## src/rtl/core/mmm_pkg.sv

```systemverilog
// ----------------------------------------------------------------------------
// mmm_pkg
// Shared constants and types for the matrix product entry unit.
// ----------------------------------------------------------------------------
`default_nettype none

package mmm_pkg;

    localparam int DIM    = 32;
    localparam int IDX_W  = $clog2(DIM);
    localparam int CNT_W  = IDX_W + 1;
    localparam int ADDR_W = 2 * IDX_W;
    localparam int KIND_W = 2;
    localparam int SIZE_W = 6;
    localparam int ELEM_W = 16;
    localparam int PROD_W = 2 * ELEM_W;
    localparam int ACC_W  = 42;

    localparam logic [KIND_W-1:0] KIND_WR_A  = 2'd0;
    localparam logic [KIND_W-1:0] KIND_WR_B  = 2'd1;
    localparam logic [KIND_W-1:0] KIND_QUERY = 2'd2;

    typedef struct packed {
        logic clear;
        logic valid;
    } mac_ctrl_t;

endpackage

`default_nettype wire

```

## src/rtl/core/mmm_mac.sv

```systemverilog
// ----------------------------------------------------------------------------
// mmm_mac
// Shared multiply-accumulate unit: registered product, then full-precision sum.
// ----------------------------------------------------------------------------
`default_nettype none

module mmm_mac
(
    input  wire logic                               clk,
    input  wire logic                               rst_n,
    input  wire mmm_pkg::mac_ctrl_t                 ctrl,
    input  wire logic signed [mmm_pkg::ELEM_W-1:0]  a,
    input  wire logic signed [mmm_pkg::ELEM_W-1:0]  b,
    output logic signed [mmm_pkg::ACC_W-1:0]        acc,
    output logic                                    busy
);
    import mmm_pkg::*;

    logic signed [PROD_W-1:0] prod_reg;
    logic                     prod_v_reg;
    logic signed [ACC_W-1:0]  acc_reg;

    always_ff @(posedge clk or negedge rst_n)
    begin
        if (!rst_n)
        begin
            prod_v_reg <= 1'b0;
        end
        else
        begin
            prod_v_reg <= ctrl.valid && !ctrl.clear;
        end
    end

    always_ff @(posedge clk)
    begin
        if (ctrl.valid)
        begin
            prod_reg <= PROD_W'(a) * PROD_W'(b);
        end
        if (ctrl.clear)
        begin
            acc_reg <= '0;
        end
        else if (prod_v_reg)
        begin
            acc_reg <= acc_reg + ACC_W'(prod_reg);
        end
    end

    assign acc  = acc_reg;
    assign busy = prod_v_reg;

endmodule

`default_nettype wire

```

## config.mk

```make
export PLATFORM = sky130hd
export DESIGN_NAME = mmm_mac
export DESIGN_NICKNAME = d
export VERILOG_FILES = /design/src/rtl/core/mmm_pkg.sv /design/src/rtl/core/mmm_mac.sv
export SDC_FILE = /design/constraint.sdc
export NUM_CORES = 1
export LEC_CHECK = 0
export BUFFER_PORTS_ARGS = -buffer_cell sky130_fd_sc_hd__buf_2
export CORE_MARGIN = 3
export CORE_UTILIZATION = 28
export CTS_BUF_LIST = sky130_fd_sc_hd__clkbuf_16
export CTS_CLUSTER_SIZE = 16
export DETAILED_ROUTE_END_ITERATION = 6
export GPL_ROUTABILITY_DRIVEN = 1
export GPL_TIMING_DRIVEN = 1
export PLACE_DENSITY_LB_ADDON = 0.2
export SYNTH_ARGS = -nofsm -noshare
export SYNTH_HDL_FRONTEND = slang
export SYNTH_SLANG_ARGS = --single-unit
export TNS_END_PERCENT = 5
```

## constraint.sdc

```tcl
create_clock -name clk -period 4.1 [get_ports clk]
set_clock_uncertainty 0.15 [all_clocks]
set_input_delay 0.41 -clock clk [delete_from_list [all_inputs] [get_ports clk]]
set_output_delay 0.41 -clock clk [all_outputs]
set_load 0.05 [all_outputs]
```

Yosys cells after proc, flatten, opt, wreduce, memory -nomap -nowiden. Cells that the tools add are included.

Register bits: 75. Input bits: 36. Output and inout port bits: 43. Word-level logic and storage cells: 7.

$add $sub $neg: 1. $mul: 1. Reductions and logical operators: 2.

Operators with widths (number): $add 42x32->42 (1); $mul 16x16->32 (1); $logic_and 1x1->1 (1); $logic_not 1->1 (1).

Logic depth before layout (Yosys ltp). Gate-level depths: netlist (run 1).

Depth after elaboration: 2. Mapped depth: 24.

Worst setup path after synthesis (run 1). OpenSTA, ideal clock, no wires.

Path kind: input -> register. From: in b[1] in the netlist's numbering. To: reg prod_reg[31], data pin. Data arrival time: 5.946 ns. Data required time: 3.690 ns. Setup slack: -2.256 ns. Stages: 21. Cells stage by stage: clkbuf_1 nand2_1 inv_1 fa_1 fa_1 fa_1 fa_1 fa_1 inv_1 fa_1 inv_1 ha_1 a22o_1 nor4_1 a21boi_0 a311oi_1 a31o_2 o221ai_1 o2111ai_1 a21oi_1 xnor2_1.

Longest elaborated chain between the ends: 1.

Ends and longest elaborated chain: start, declared (line mmm_mac.sv:13) `input wire logic signed [mmm_pkg::ELEM_W-1:0] b,`; $mul 16x16->32 (line mmm_mac.sv:39) `prod_reg <= PROD_W'(a) * PROD_W'(b);`; end signal, assigned (line mmm_mac.sv:39); end, declared (line mmm_mac.sv:19) `logic signed [PROD_W-1:0] prod_reg;`.

No other way between the ends. A chain may end at the register's enable or synchronous reset.

Worst setup path after layout (run 1).
From: in b[7] in the netlist's numbering. To: reg prod_reg[30], data pin.

The elaborated chain is that of the path after synthesis.

==> results of run 1 <==
## area by class of cell
class                      count  area (um2)
fill                        5277       33000
tap                          672         841
clock inverter                 7         116
timing repair buffer         239        1790
inverter                     304        1140
clock buffer                   9         225
sequential                    75        1830
multi-input combinational   1130       11500
## cell usage in the layout (no fill, tap or decap), types with 14 or more instances in the layout
| cell | count |
|---|---|
| a21o_1 | 38 |
| a21oi_1 | 52 |
| and2_1 | 117 |
| buf_2 | 54 |
| buf_4 | 159 |
| buf_6 | 19 |
| dfxtp_1 | 42 |
| edfxtp_1 | 32 |
| fa_1 | 252 |
| ha_1 | 114 |
| inv_1 | 297 |
| mux2i_1 | 30 |
| nand2_1 | 155 |
| nand2b_1 | 18 |
| nor2_1 | 70 |
| o21ai_0 | 29 |
| o21bai_1 | 14 |
| xnor2_1 | 51 |
| xor2_1 | 17 |
## cells by family after synthesis
group / count (synthesis)
compound gates: 214
fa+ha+maj: 386
xor+xnor: 68
flops: 75
mux: 31
buf+inv: 362
simple gates: 431
## worst max-delay path by stage
stage / slack [ps] / endpoint / from
after global routing: -1990 / prod_reg[30]$_DFFE_PP_ / b[7]
final: -1760 / prod_reg[30]$_DFFE_PP_ / b[7]
after detailed placement: -2280 / prod_reg[30]$_DFFE_PP_ / a[8]
after global placement: -2210 / prod_reg[30]$_DFFE_PP_ / a[5]
after CTS: -1800 / prod_reg[30]$_DFFE_PP_ / a[3]
after floorplan: -1840 / prod_reg[31]$_DFFE_PP_ / a[12]
## cells in the mapped netlist (3+ instances only)
cell type / number / share of area (%)
a211oi_1: 6 / 0.31
a21boi_0: 4 / 0.21
a21o_1: 38 / 2.0
a21oi_1: 62 / 2.2
a311oi_1: 3 / 0.18
a31oi_1: 11 / 0.48
and2_1: 126 / 5.5
and3_1: 6 / 0.26
clkbuf_1: 54 / 1.4
dfxtp_1: 42 / 5.8
edfxtp_1: 32 / 6.7
fa_1: 263 / 37
ha_1: 123 / 11
inv_1: 304 / 7.9
mux2i_1: 30 / 2.1
nand2_1: 158 / 4.1
nand2b_1: 18 / 0.78
nand3_1: 10 / 0.35
nand4_1: 7 / 0.30
nor2_1: 73 / 1.9
nor2b_1: 13 / 0.56
nor3_1: 8 / 0.28
o211ai_1: 4 / 0.21
o21a_1: 8 / 0.42
o21ai_0: 36 / 1.2
o21bai_1: 14 / 0.73
o221ai_1: 3 / 0.18
o22ai_1: 4 / 0.17
o41ai_1: 3 / 0.18
xnor2_1: 51 / 3.1
xor2_1: 17 / 1.0
## per-layer routing
layer	GRT usage, %	wire length [um]	share of wire (%)	up-vias
met4	2.08	385	1.1	0
met3	1.14	932	2.6	32
met5	0	0	0	-
met2	24.8	17400	48	127
li1	-	-	-	5290
met1	19.3	17700	49	5339
## critical path, stage by stage
cell,delay (ps)
clkbuf_4,160
buf_4,150
nand2_1,70
fa_1,530
inv_1,50
fa_1,480
fa_1,540
fa_1,530
fa_1,490
inv_1,50
fa_1,470
inv_1,40
ha_1,290
a21o_1,140
a21oi_1,70
o21bai_1,170
a21o_1,150
a21oi_2,60
o21a_1,190
o211a_1,150
o41ai_2,340
a21oi_1,130
xnor2_1,140
## through the flow
step / worst slack (ps) / hold WS [ps] / cell area, um2 / util [%]
final: -1760 / 229 / 17500 / 34.6
after global routing: -1990 / 239 / 17500 / 34.6
after CTS: -1800 / 220 / 17400 / 34.4
after detailed placement: -2280 / 36.0 / 16700 / 33.1
after global placement: -2210 / 36.3 / 16700 / 33.1
after floorplan: -1840 / -35.6 / 14500 / -
## repair_timing
| action | in CTS | in global routing |
|---|---|---|
| setup endpoints to repair | 25 | 25 |
| setup buffers | 3 | 2 |
| pin swaps | 33 | 18 |
| hold endpoints to repair | 1 | 0 |
| hold buffers | 1 | 0 |
| gates resized for setup | 85 | 27 |
| gates cloned | 0 | 0 |
==> flow_summary.yaml, run 1 <==
sta:
  rsz0062_at_grt: "true"
  max_slew.worst_pin.slew_ps: 799
  finalCriticalPeriod_ps: 5860
  tns_ps: -27710
  post-route-period-util_pct: 143
  setup_viol: 25
  relSlewSlack_pct: 46.7
  fmax_ghz: 0.171
  setup_ws_ps: -1760
  finalHoldViolCount: 0
  drv_slew: 0
floorplan:
  die_area_um2: 54200
  die_w_um: 233
  rows: 82
  core_um2: 50500
  initial_utilization_pct: 28.6
  die_h_um: 233
  pin_count: 79
synth:
  muxShareOfSynthArea_pct: 2.16
  synth_top_family_by_area: "adder cells"
  yosys_most_used_dff: "dfxtp_1"
  ys_types: 57
  yosysSeqAreaShare_pct: 12.7
  synth_compound_area_share_pct: 9.75
  synthCells: 1567
  synth_edf_count: 32
  synth_fp_nets: 1989
  avgSynthCellArea_um2: 9.20
  netlist_area_um2: 14400
  yosys_warnings: 0
  async_reset_ff_share_pct: 1.33
  synthAdderAreaFrac_pct: 47.2
  ys_seq_elements: 75
  synthSimpleGateAreaFrac_pct: 14.6
  synth-xor-area-share_pct: 4.13
place:
  port_buffers: 78
  dp_hpwl_mm: 32.0
  gp_congestion: 0.854
  dp_cells: 2414
global_routing:
  grtUsageTotal_pct: 14.1
  grt_pass1_wl_mm: 62.0
  antenna_found_initial: 0
  grt.overflow.total: 0
  first_global_vias: 11800
  grt_max_degree: 47
detailed_routing:
  post_drt_wl_per_cell_um: 15.0
  routed_wl_mm: 36.5
  vias: 10800
  firstDrtPassIters: 5
  drc: 0
  vias_per_cell: 4.43
  first_iter_violations: 399
  ant_nets: 0
critical_path:
  critPathLaunchType: "primary input"
  r2r-start: "prod_reg[10]$_DFFE_PP_"
  reg2regPathDepth: 10
  crit_arrival_ps: 5800
  r2r-end: "acc[41]$_SDFFE_PP0P_"
  path_max_fanout: 8
  cp-end-kind: "flip-flop"
  critical_path_required_ps: 4040
  reg2reg_slack_ps: 480
  critical_path_class: "primary input to flip-flop"
finish:
  syn2layout_area_growth_pct: 21.3
  diodes: 0
  drive_gt1_share_pct: 18.7
  instances_no_fill: 2436
  largest_reg_flops: 42
  finalNetCount: 2181
cts:
  cts_tree: "done"
  clk_pin_slew_ps: 60
  clock-root-buffer: "clkbuf_16"
  htree_levels: 3
  clkLatencyLatePin_ps: 340
  cts_num_sinks: 75
  cts_buffer_depth: 2
  cts_buffers: 9
flow_run:
  maxCapViolCount: 0
run_status:
  status: "complete, but fails checks"
  violations: "setup timing"
hold_path:
  hold_path.class: "primary input to asynchronous set/reset pin"
Power of run 1 is left out: the tool's default activity adds up to more than one toggle a clock period on the data nets, which glitch-free logic cannot reach.
==> inputs of run 2 (changes only) <==
--- a/config.mk
+++ b/config.mk
@@ -6,6 +6,8 @@
 export NUM_CORES = 1
 export LEC_CHECK = 0
 export BUFFER_PORTS_ARGS = -buffer_cell sky130_fd_sc_hd__buf_2
+export CELL_PAD_IN_SITES_DETAIL_PLACEMENT = 0
+export CELL_PAD_IN_SITES_GLOBAL_PLACEMENT = 2
 export CORE_MARGIN = 3
 export CORE_UTILIZATION = 28
 export CTS_BUF_LIST = sky130_fd_sc_hd__clkbuf_16
==> run 2 against run 1 <==
Against the previous run:
- the flow still finishes with violations (setup timing)
- worst hold slack worse by 12 ps
- register-to-register slack worse by 140 ps
- worst setup slack worse by 23 ps
- non-clock buffer count is 4 higher
- critical path depth is 1 higher
- first-iteration DRC count is 27% lower
- die area stayed put
- sequential share of layout area is 0.095 points higher
- utilization is 0.31 points lower
- count of clock-buffer cells in the layout stayed put
- critical path type unchanged
==> flow_summary.yaml, run 2 (synthesized netlist as in run 1, its figures left out) <==
hold_path:
  hold_path.class: "primary input to asynchronous set/reset pin"
sta:
  setup_viol: 24
  max_slew.worst_pin.slew_ps: 800
  finalCriticalPeriod_ps: 5880
  relSlewSlack_pct: 46.6
  finalHoldViolCount: 0
  post-route-period-util_pct: 143
  setup_ws_ps: -1780
  drv_slew: 0
  rsz0062_at_grt: "true"
  fmax_ghz: 0.170
global_routing:
  antenna_found_initial: 0
  grtUsageTotal_pct: 14.3
  grt_pass1_wl_mm: 62.7
  grt_max_degree: 34
  first_global_vias: 11600
  grt.overflow.total: 0
finish:
  stdcell_area_um2: 17300
  final_common_cell: "inv_1"
  finalNetCount: 2185
  final_cell_mix: "inv_1, fa_1, buf_4"
  drive_gt1_share_pct: 18.3
  syn2layout_area_growth_pct: 20.2
  largest_reg_flops: 42
place:
  gp_congestion: 0.830
  dp_hpwl_mm: 33.0
  place_area_um2: 16700
  port_buffers: 78
critical_path:
  r2r-start: "acc[0]$_SDFFE_PP0P_"
  reg2reg_slack_ps: 340
  reg2regPathDepth: 13
  critical_path_required_ps: 4050
  critical_path_class: "primary input to flip-flop"
  path_max_fanout: 6
  critPathLaunchType: "primary input"
  worstSetupStartpoint: "b[11]"
  r2r-end: "acc[34]$_SDFFE_PP0P_"
  crit_arrival_ps: 5830
  endpoint: "prod_reg[31]$_DFFE_PP_"
  cp-end-kind: "flip-flop"
cts:
  clock-root-buffer: "clkbuf_16"
  cts_tree: "done"
  htree_levels: 3
  cts_buffers: 9
  clkLatencyLatePin_ps: 340
  cts_buffer_depth: 2
  clk_pin_slew_ps: 60
  cts_num_sinks: 75
floorplan:
  rows: 82
  core_um2: 50500
  die_h_um: 233
  die_w_um: 233
  die_area_um2: 54200
  pin_count: 79
  initial_utilization_pct: 28.6
detailed_routing:
  ant_nets: 0
  vias_per_cell: 4.35
  routed_wl_mm: 37.3
  firstDrtPassIters: 4
  drc: 0
  first_iter_violations: 293
  vias: 10600
  post_drt_wl_per_cell_um: 15.3
run_status:
  violations: "setup timing"
  status: "complete, but fails checks"
flow_run:
  maxCapViolCount: 0
run 2: layout make-up:
type,instances,area [um2]
diodes,1,2.50
clock buffers,9,225
clock inverters,7,32.5
fillers,5372,33200
inverters,304,1140
multi-input cells,1130,11500
flip-flops and latches,75,1830
well taps,672,841
repair buffers,243,1740
run 2: what timing repair did:
action,CTS,global route
setup endpoints to repair,25,25
gates resized for setup,27,66
setup buffers,0,3
endpoints found under the hold margin,1,0
pin swaps,5,19
hold buffers,1,0
run 2: layer usage:
| metal | track usage [%] | part of all wire (%) | vias to the layer above |
|---|---|---|---|
| met2 | 23.8 | 46 | 92 |
| met1 | 21.0 | 52 | 5211 |
| li1 | - | - | 5300 |
| met4 | 2.06 | 0.52 | 0 |
| met3 | 0.796 | 1.5 | 11 |
| met5 | 0 | 0 | - |
run 2: worst min-delay path by stage:
| stage | from | end | slack, ps | cells past startpoint |
|---|---|---|---|---|
| 4_1_cts | rst_n | busy$_DFF_PN0_ | 200 | 2 |
| 3_5_place_dp | rst_n | busy$_DFF_PN0_ | 40 | 1 |
| 2_1_floorplan | rst_n | busy$_DFF_PN0_ | -40 | 0 |
| 5_1_grt | rst_n | busy$_DFF_PN0_ | 210 | 2 |
| 6_report | rst_n | busy$_DFF_PN0_ | 220 | 2 |
| 3_3_place_gp | rst_n | busy$_DFF_PN0_ | 30 | 1 |
run 2: critical path, stage by stage:
cell and delay, ps:
buf_4 150, and2_1 180, fa_1 500, inv_1 60, fa_1 530, inv_1 50
fa_2 550, fa_2 440, fa_1 500, inv_1 50, fa_1 470, inv_1 40
ha_2 280, o21a_1 190, o21ai_1 120, nand2b_1 90, a21oi_2 150, a311oi_2 60
a31o_2 290, o221ai_4 190, o2111ai_2 130, a21oi_2 170, xnor2_1 90, buf_4 130
run 2: stage by stage:
step	setup slack, ps	setup TNS (ps)	hold WS [ps]	utilization [%]	cells
finish	-1780	-29310	217	34.3	2441
detailed placement	-2340	-44540	35.9	33.1	2420
CTS	-1880	-31670	200	33.9	2437
global route	-2010	-34820	205	34.3	2440
floorplan	-1840	-31150	-35.6	-	1567
global placement	-2330	-44360	34.2	33.1	2420
Power of run 2 is left out for the same reason.
==> inputs of run 3 (changes only) <==
--- a/config.mk
+++ b/config.mk
@@ -6,10 +6,11 @@
 export NUM_CORES = 1
 export LEC_CHECK = 0
 export BUFFER_PORTS_ARGS = -buffer_cell sky130_fd_sc_hd__buf_2
+export CAP_MARGIN = 30
 export CELL_PAD_IN_SITES_DETAIL_PLACEMENT = 0
 export CELL_PAD_IN_SITES_GLOBAL_PLACEMENT = 2
 export CORE_MARGIN = 3
-export CORE_UTILIZATION = 28
+export CORE_UTILIZATION = 40
 export CTS_BUF_LIST = sky130_fd_sc_hd__clkbuf_16
 export CTS_CLUSTER_SIZE = 16
 export DETAILED_ROUTE_END_ITERATION = 6
@@ -19,4 +20,4 @@
 export SYNTH_ARGS = -nofsm -noshare
 export SYNTH_HDL_FRONTEND = slang
 export SYNTH_SLANG_ARGS = --single-unit
-export TNS_END_PERCENT = 5
+export TNS_END_PERCENT = 20
==> run 3 against run 2 <==
Against the previous run:
- the flow still finishes with violations (setup timing)
- sequential share of layout area shrank 0.14 points
- non-clock buffer count grew 17
- count of clock-buffer cells in the layout is the same
- critical path depth shrank 1
- worst setup slack is essentially flat
- global-route usage grew 4.1 points
- design area grew 1.3%
- via count grew 0.54%
- maximum frequency is essentially flat
- largest cell class unchanged
==> flow_summary.yaml, run 3 (synthesized netlist as in run 1, its figures left out) <==
detailed_routing:
  post_drt_wl_per_cell_um: 15.4
  firstDrtPassIters: 5
  ant_nets: 0
  first_iter_violations: 349
  vias: 10700
  routed_wl_mm: 34.4
  drc: 0
  vias_per_cell: 4.76
critical_path:
  crit_buf_inv: 8
  path_cells: "buf_12, buf_6, nand2_4, buf_4, fa_1, fa_1, fa_1, inv_1, fa_2, fa_1, inv_1, fa_1, inv_1, ha_1, and3_4, nand3_2, a211oi_2, o211ai_1, buf_4, o211a_4, buf_6, or3_4, xnor2_2"
  reg2reg_slack_ps: 580
  endpoint: "prod_reg[28]$_DFFE_PP_"
  cp-end-kind: "flip-flop"
  r2r-end: "acc[26]$_SDFFE_PP0P_"
  reg2regPathDepth: 13
  cp_slowest_stage_delay_ps: 520
  crit_arrival_ps: 5820
  critical_path_class: "primary input to flip-flop"
  cp_common_cell: "fa_1"
  critPathLaunchType: "primary input"
  path_delay_family: "adder cells"
  slowest_stage: "fa_1"
  path_max_fanout: 8
  worstSetupStartpoint: "b[1]"
  cp.depth: 23
  critical_path_required_ps: 4040
  r2r-start: "acc[0]$_SDFFE_PP0P_"
place:
  dp_hpwl_mm: 29.9
  dp_cells: 2203
  port_buffers: 78
  gp_congestion: 0.862
run_status:
  violations: "setup timing"
  status: "complete, but fails checks"
sta:
  fmax_ghz: 0.170
  drv_slew: 0
  max_slew.worst_pin.slew_ps: 747
  relSlewSlack_pct: 50.2
  post-route-period-util_pct: 143
  rsz0062_at_grt: "true"
  setup_ws_ps: -1780
  setup_viol: 24
  finalCriticalPeriod_ps: 5880
  finalHoldViolCount: 0
cts:
  cts_tree: "done"
  cts_buffer_depth: 2
  clock-root-buffer: "clkbuf_16"
  clkLatencyLatePin_ps: 330
  clk_pin_slew_ps: 60
  htree_levels: 3
  cts_buffers: 9
  cts_num_sinks: 75
global_routing:
  grt_max_degree: 47
  grt_pass1_wl_mm: 58.7
  grt.overflow.total: 0
  grtUsageTotal_pct: 18.5
  antenna_found_initial: 0
  first_global_vias: 11400
finish:
  final_common_cell: "inv_1"
  fillerInstances: 3394
  drive_gt1_share_pct: 21.2
  diodes: 0
  finalNetCount: 2202
  instances_no_fill: 2240
  syn2layout_area_growth_pct: 21.8
  largest_reg_flops: 42
  final_cell_mix: "inv_1, fa_1, buf_4"
floorplan:
  pin_count: 79
  die_h_um: 196
  initial_utilization_pct: 41.1
  rows: 68
  die_w_um: 196
  core_um2: 35100
  die_area_um2: 38400
flow_run:
  maxCapViolCount: 0
hold_path:
  hold_path.class: "primary input to asynchronous set/reset pin"
## run 3: changes by cell type in the layout (fill, tap and decap cells not counted), sizes merged
cell	before	now
bufbuf	0	1
clkbuf	18	11
bufinv	0	1
inv	307	308
buf	233	256
diode	1	0
clkinvlp	2	0
## run 3: worst min path at each step
stage / startpoint / to / slack (ps) / cells past startpoint
6_report: rst_n / busy$_DFF_PN0_ / 230 / 2
5_1_grt: rst_n / busy$_DFF_PN0_ / 240 / 2
4_1_cts: rst_n / busy$_DFF_PN0_ / 210 / 2
3_5_place_dp: rst_n / busy$_DFF_PN0_ / 40 / 1
3_3_place_gp: rst_n / busy$_DFF_PN0_ / 30 / 1
2_1_floorplan: rst_n / busy$_DFF_PN0_ / -40 / 0
## run 3: repair_timing
action / CTS / global route
pin swaps: 32 / 48
hold endpoints to repair: 1 / 0
setup buffers: 2 / 18
hold buffers: 1 / 0
endpoints found under the setup margin: 25 / 25
resized for setup: 76 / 104
cloned: 1 / 0
## run 3: per-layer routing
| layer | share of wire [%] | vias up | global-route usage (%) |
|---|---|---|---|
| li1 | - | 5344 | - |
| met1 | 51 | 5190 | 27.7 |
| met2 | 46 | 117 | 30.1 |
| met3 | 2.1 | 20 | 1.01 |
| met4 | 0.99 | 0 | 3.09 |
| met5 | 0 | - | 0 |
## run 3: final cells by class
class / count / area, um2 / area share [%]
inverter: 304 / 1150 / 6.53
tap: 455 / 569 / 3.24
sequential: 75 / 1830 / 10.4
clock buffer: 9 / 225 / 1.28
multi-input combinational: 1130 / 11700 / 66.4
clock inverter: 7 / 53.8 / 0.306
timing repair buffer: 260 / 2070 / 11.8
## run 3: stage by stage
step | area [um2] | setup WS, ps | hold WS [ps] | setup TNS [ps] | util (%)
floorplan | 14600 | -1830 | -35.6 | -30870 | -
global placement | 16500 | -2190 | 34.4 | -41230 | 47.0
detailed placement | 16500 | -2260 | 35.6 | -42510 | 47.0
CTS | 17000 | -1790 | 215 | -28210 | 48.6
global route | 17600 | -1930 | 235 | -32310 | 50.1
finish | 17600 | -1780 | 233 | -27970 | 50.1
Power of run 3 is left out for the same reason.
